### config.mk
export PLATFORM = sky130hd
export DESIGN_NAME = hect_ctrl
export DESIGN_NICKNAME = d
export VERILOG_FILES = /design/src/sv/hect_pkg.sv /design/src/sv/hect_ctrl.sv
export SDC_FILE = /design/constraint.sdc
export NUM_CORES = 1
export LEC_CHECK = 0
export ABC_CLOCK_PERIOD_IN_PS = 1600
export BUFFER_PORTS_ARGS = -buffer_cell sky130_fd_sc_hd__buf_2
export CAP_MARGIN = 20
export CORE_AREA = 2 2 39 41
export CTS_BUF_LIST = sky130_fd_sc_hd__clkbuf_8
export DETAILED_ROUTE_END_ITERATION = 8
export DIE_AREA = 0 0 41 43
export PLACE_DENSITY = 0.72
export SLEW_MARGIN = 20
export SYNTH_ARGS = -nofsm -noshare
export SYNTH_HDL_FRONTEND = slang
export SYNTH_SLANG_ARGS = --single-unit
### constraint.sdc
create_clock -name clk -period 1.6 [get_ports clk]
set_input_delay 0.24 -clock clk [delete_from_list [all_inputs] [get_ports clk]]
set_output_delay 0.24 -clock clk [all_outputs]
set_load 0.02 [all_outputs]
### src/sv/hect_pkg.sv
// ----------------------------------------------------------------------------
// Hex edge contour tracer package
// Shared types, request codes and the fixed turn table of the tracer.
// ----------------------------------------------------------------------------
package hect_pkg;

  localparam int GRID_ROWS_DEF    = 32;
  localparam int GRID_COLS_DEF    = 32;
  localparam int MAX_SEGMENTS_DEF = 3072;

  localparam logic REQ_ADD  = 1'b0;
  localparam logic REQ_PULL = 1'b1;

  localparam logic [1:0] SIDE_N  = 2'd0;
  localparam logic [1:0] SIDE_NE = 2'd1;
  localparam logic [1:0] SIDE_NW = 2'd2;

  localparam logic [1:0] STEP_ZERO = 2'b00;
  localparam logic [1:0] STEP_POS  = 2'b01;
  localparam logic [1:0] STEP_NEG  = 2'b11;

  typedef struct packed {
    logic       req_type;
    logic [4:0] cell_row;
    logic [4:0] cell_col;
    logic [1:0] edge_side;
  } hect_in_t;

  typedef struct packed {
    logic [4:0] seg_row;
    logic [4:0] seg_col;
    logic [1:0] seg_side;
    logic       heading;
    logic       path_end;
    logic       all_done;
  } hect_out_t;

  typedef struct packed {
    logic [4:0] row;
    logic [4:0] col;
    logic [1:0] side;
  } seg_pos_t;

  typedef struct packed {
    logic [1:0] dr;
    logic [1:0] dc;
    logic [1:0] side;
    logic       head;
  } turn_t;

  typedef struct packed {
    logic clr_step;
    logic capture;
    logic add_rd;
    logic add_wr;
    logic scan_rd_order;
    logic scan_rd_map;
    logic scan_adv;
    logic scan_take;
    logic trace_clr;
    logic rd_left;
    logic step;
    logic end_path;
    logic emit_seg;
    logic emit_done;
  } hect_cmd_t;

  typedef struct packed {
    logic clr_last;
    logic tracing;
    logic add_ok;
    logic scan_empty;
    logic scan_hit;
    logic cand_ok;
  } hect_sts_t;

  // Right candidate when left is low, left candidate otherwise.
  function automatic turn_t turn_lookup(input logic [1:0] side, input logic head,
                                        input logic left);
    turn_t t;
    case ({side, head, left})
      4'd0:    t = '{STEP_ZERO, STEP_ZERO, SIDE_NE, 1'b0};
      4'd1:    t = '{STEP_NEG,  STEP_POS,  SIDE_NW, 1'b0};
      4'd2:    t = '{STEP_ZERO, STEP_NEG,  SIDE_NE, 1'b1};
      4'd3:    t = '{STEP_ZERO, STEP_ZERO, SIDE_NW, 1'b1};
      4'd4:    t = '{STEP_ZERO, STEP_POS,  SIDE_NW, 1'b1};
      4'd5:    t = '{STEP_ZERO, STEP_POS,  SIDE_N,  1'b0};
      4'd6:    t = '{STEP_NEG,  STEP_POS,  SIDE_NW, 1'b0};
      4'd7:    t = '{STEP_ZERO, STEP_ZERO, SIDE_N,  1'b1};
      4'd8:    t = '{STEP_ZERO, STEP_ZERO, SIDE_N,  1'b0};
      4'd9:    t = '{STEP_ZERO, STEP_NEG,  SIDE_NE, 1'b1};
      4'd10:   t = '{STEP_POS,  STEP_NEG,  SIDE_N,  1'b1};
      4'd11:   t = '{STEP_POS,  STEP_NEG,  SIDE_NE, 1'b0};
      default: t = '0;
    endcase
    return t;
  endfunction

endpackage

### src/sv/hect_ctrl.sv
// ----------------------------------------------------------------------------
// Hex edge contour tracer controller
// Sequences reset clearing, adds, start scans and trace steps of the datapath.
// ----------------------------------------------------------------------------
module hect_ctrl (
  input  logic                 clk,
  input  logic                 rst_n,
  input  logic                 start,
  input  logic                 in_req_type,
  output logic                 busy,
  input  hect_pkg::hect_sts_t  sts,
  output hect_pkg::hect_cmd_t  cmd
);
  import hect_pkg::*;

  localparam logic [3:0] S_CLEAR    = 4'd0;
  localparam logic [3:0] S_IDLE     = 4'd1;
  localparam logic [3:0] S_ADD_CHK  = 4'd2;
  localparam logic [3:0] S_SCAN     = 4'd3;
  localparam logic [3:0] S_SCAN_ORD = 4'd4;
  localparam logic [3:0] S_SCAN_MAP = 4'd5;
  localparam logic [3:0] S_TRACE    = 4'd6;
  localparam logic [3:0] S_RIGHT    = 4'd7;
  localparam logic [3:0] S_LEFT     = 4'd8;

  logic [3:0] state_r;
  logic [3:0] state_nxt;

  assign busy = (state_r != S_IDLE);

  always_comb begin
    state_nxt = state_r;
    cmd       = '0;
    unique case (state_r)
      S_CLEAR: begin
        cmd.clr_step = 1'b1;
        if (sts.clr_last) begin
          state_nxt = S_IDLE;
        end
      end
      S_IDLE: begin
        if (start) begin
          cmd.capture = 1'b1;
          if (in_req_type == REQ_ADD) begin
            cmd.add_rd = 1'b1;
            state_nxt  = S_ADD_CHK;
          end else if (sts.tracing) begin
            state_nxt = S_TRACE;
          end else begin
            state_nxt = S_SCAN;
          end
        end
      end
      S_ADD_CHK: begin
        cmd.add_wr = sts.add_ok;
        state_nxt  = S_IDLE;
      end
      S_SCAN: begin
        if (sts.scan_empty) begin
          cmd.emit_done = 1'b1;
          state_nxt     = S_IDLE;
        end else begin
          cmd.scan_rd_order = 1'b1;
          state_nxt         = S_SCAN_ORD;
        end
      end
      S_SCAN_ORD: begin
        cmd.scan_rd_map = 1'b1;
        state_nxt       = S_SCAN_MAP;
      end
      S_SCAN_MAP: begin
        if (sts.scan_hit) begin
          cmd.scan_take = 1'b1;
          state_nxt     = S_TRACE;
        end else begin
          cmd.scan_adv = 1'b1;
          state_nxt    = S_SCAN;
        end
      end
      S_TRACE: begin
        cmd.trace_clr = 1'b1;
        state_nxt     = S_RIGHT;
      end
      S_RIGHT: begin
        if (sts.cand_ok) begin
          cmd.step     = 1'b1;
          cmd.emit_seg = 1'b1;
          state_nxt    = S_IDLE;
        end else begin
          cmd.rd_left = 1'b1;
          state_nxt   = S_LEFT;
        end
      end
      S_LEFT: begin
        cmd.emit_seg = 1'b1;
        cmd.step     = sts.cand_ok;
        cmd.end_path = !sts.cand_ok;
        state_nxt    = S_IDLE;
      end
      default: begin
        state_nxt = S_IDLE;
      end
    endcase
  end

  always_ff @(posedge clk) begin
    if (!rst_n) begin
      state_r <= S_CLEAR;
    end else begin
      state_r <= state_nxt;
    end
  end

  a_accept_busy: assert property (@(posedge clk) disable iff (!rst_n)
    (start && !busy) |=> busy)
    else $error("accepted beat did not raise busy");

  a_emit_idle: assert property (@(posedge clk) disable iff (!rst_n)
    (cmd.emit_seg || cmd.emit_done) |=> (state_r == S_IDLE))
    else $error("controller not idle after a result");

  a_right_after_trace: assert property (@(posedge clk) disable iff (!rst_n)
    (state_r == S_RIGHT) |-> ($past(state_r) == S_TRACE))
    else $error("right candidate checked without a trace step");

endmodule

==> out/qor.yml <==
synth:
  syn_area_sq_um: 420
  synth_top_area_share_pct: 19.0
  ys.flop_type: "dfxtp_1"
  synth_nets: 64
  async_reset_ff_share_pct: 0
  ys_ff_latch: 4
  yosysWarnings: 0
  synth_common_cells: "inv_1 (6), nor2_1 (6), dfxtp_1 (4)"
  syn_avg_cell_area_sq_um: 7.79
  synth-edff-count: 0
  syn_inst: 54
  ys_types: 29
  ys_seq_area_share_pct: 19.0
  yosys-top-cells-area: "dfxtp_1 (19%), nor4b_4 (5.7%), buf_6 (5.4%), inv_1 (5.4%), nor2_1 (5.4%)"
  synth_area_leader_cell: "dfxtp_1"
clock_tree:
  cts_tree: "yes"
  htree_num_levels: 1
  cts_sinks: 4
  cts_root_buf: "clkbuf_8"
  cts_buffers: 3
  clk_pin_slew_ps: 30
  clockBufferDepth: 2
  postCtsHoldBufs: 0
  clkLatencyLatePin_ps: 210
drt:
  ant_nets: 0
  wl_per_cell_microns: 11.1
  dr.pass1.iters: 2
  drc_errors: 0
  drt-total-wl_microns: 1110
  viasPerCell: 4.82
  num_vias: 482
  drt_iter0_drc: 5
placement:
  dp.cells: 94
  hpwl_microns: 838
  dpl_cell_area_sq_um: 559
  place.port_buffers: 24
  gp_congestion: 0.828
  post-place-ws_ps: 108
finish:
  largest_reg_flops: 4
  area_delta_synth_final_pct: 54.5
  regArea_sq_um: 86.3
  top_register: "state_r"
  diodes: 0
  layout.nets: 96
  finalInstanceArea_sq_um: 649
  multi_input_area_sq_um: 295
  drive_gt1_share_pct: 58.3
  final_cell_count_no_fill: 100
  top_regs: "state_r (4)"
  fillers: 158
worst_setup_path:
  max_stage_delay_ps: 370
  endpoint_kind: "output port"
  crit_chain: "nor4b_4 > and2_4 > and2b_1 > buf_6"
  cp_slowest_cell: "dfxtp_4"
  critPathMaxFanout: 7
  start_kind: "flip-flop"
  required_ps: 1360
  worstPathArrival_ps: 1310
  critPathKind: "flip-flop to output port"
grt:
  first_global_vias: 382
  overflow: 0
  grt_max_degree: 12
  antenna_found_initial: 0
  grt_usage_pct: 13.6
  grt_pass1_wl_microns: 1640
sta:
  min_period_ps: 1550
  final_max_slew_viol_count: 0
  worstMarginPinSlew_ps: 248
  slew_headroom_pct: 83.3
  fin_worst_skew_ps: 0.784
  fin_setup_tns_ps: 0
  finalWorstSetupSlack_ps: 54.0
  setup_viol: 0
  hold_viol_final: 0
  max_freq_ghz: 0.647
  rsz0062_at_grt: "true"
  fin_crit_sh_pct: 96.6
die:
  fp.dieH_microns: 43
  die_w_microns: 41
  fp-row-count: 14
  initial_core_util_pct: 30.4
  pin_count: 25
  core_sq_um: 1380
  die_area_sq_um: 1760
power_and_ir_drop:
  intPower_mw: 0.308
  power.total_mw: 0.408
  clkPwrFrac_pct: 50.9
  p_seq_share_pct: 26.8
  cellPowerDensity_nw_per_um2: 628
  power_leakage_nw: 0.319
  netSwitchingPower_mw: 0.0995
  power_frac_comb_pct: 22.3
  max-vdd-ir-drop_uv: 400
  swShare_pct: 24.4
run_status:
  status: "complete, no violations"
worst_hold_path:
  hp-class: "input pin to flip-flop"
flow_run:
  max-cap-violations: 0
critical path, delay by kind of cell, from the launching register on:
kind | cells | cell delay (ps)
buffers and inverters | 1 | 110
flip-flops | 1 | 370
AND/OR/NAND/NOR | 3 | 610
logic make-up (layout without fill, tap and decap cells):
| group | count (synthesis) | after routing | share of synthesized area, % |
|---|---|---|---|
| AND/OR/NAND/NOR | 29 | 29 | 47.0 |
| AO/OA/AOI/OAI | 10 | 10 | 17.6 |
| buffers and inverters | 10 | 40 | 14.3 |
| flip-flops | 4 | 4 | 19.0 |
| XOR/XNOR | 1 | 1 | 2.08 |
final timing paths:
kind	startpoint	endpoint	slack, ps	cells after the start
setup / recovery	state_r[2]	cmd[11]	50	4
hold / removal	sts[0]	state_r[3]	240	2
setup reg to reg	state_r[1]	state_r[2]	360	4
hold reg to reg	state_r[0]	state_r[2]	550	2
per-stage QoR:
stage / hold slack [ps] / utilization, %
2_1_floorplan: 319 / -
3_3_place_gp: 456 / 40.4
3_5_place_dp: 455 / 40.4
4_1_cts: 232 / 44.3
5_1_grt: 248 / 46.9
6_report: 242 / 46.9
power groups by stage:
stage | Combinational [mW] | Sequential, mW | Clock (mW)
after global placement | 0.0818 | 0.111 | 0
after floorplan | 0.0589 | 0.106 | 0
after detailed placement | 0.0828 | 0.111 | 0
after global routing | 0.0997 | 0.110 | 0.223
after CTS | 0.0874 | 0.111 | 0.212
final | 0.0910 | 0.109 | 0.207
timing repair:
action	in CTS	in global routing
cloned	0	0
setup endpoints to repair	9	4
endpoints found under the hold margin	0	0
buffers inserted	1	2
resized for setup	4	8
pin swaps	1	2
cell type report:
class                   count  area share [%]
multi-input cells          40            45.5
repair buffers             31            28.3
flip-flops and latches      4            13.3
clock buffers               3            6.36
inverters                   6            3.47
well taps                  16            3.08
metal layers:
layer / vias up / global-route usage [%] / share of wire, % / wire length, microns
met5: - / 0 / 0 / 0
met4: 0 / 4.00 / 0 / 0
met3: 0 / 6.28 / 6.8 / 75
met2: 18 / 17.8 / 49 / 541
met1: 215 / 19.3 / 44 / 492
li1: 249 / - / - / -
placed cells by master (no fill, tap or decap), drive strengths merged, types with 2 or more instances in the layout:
cell type	netlist	final
nor4b	2	2
and2	2	2
nor2b	2	2
nand3b	2	2
nor2	6	6
buf	4	31
nor4	2	2
inv	6	6
nand2	3	3
nand3	3	3
o21ai	4	4
clkbuf	0	3
dfxtp	4	4
and2b	2	2
nor3	3	3
a211o	2	2
No activity file was read; power rests on OpenSTA's default activity.
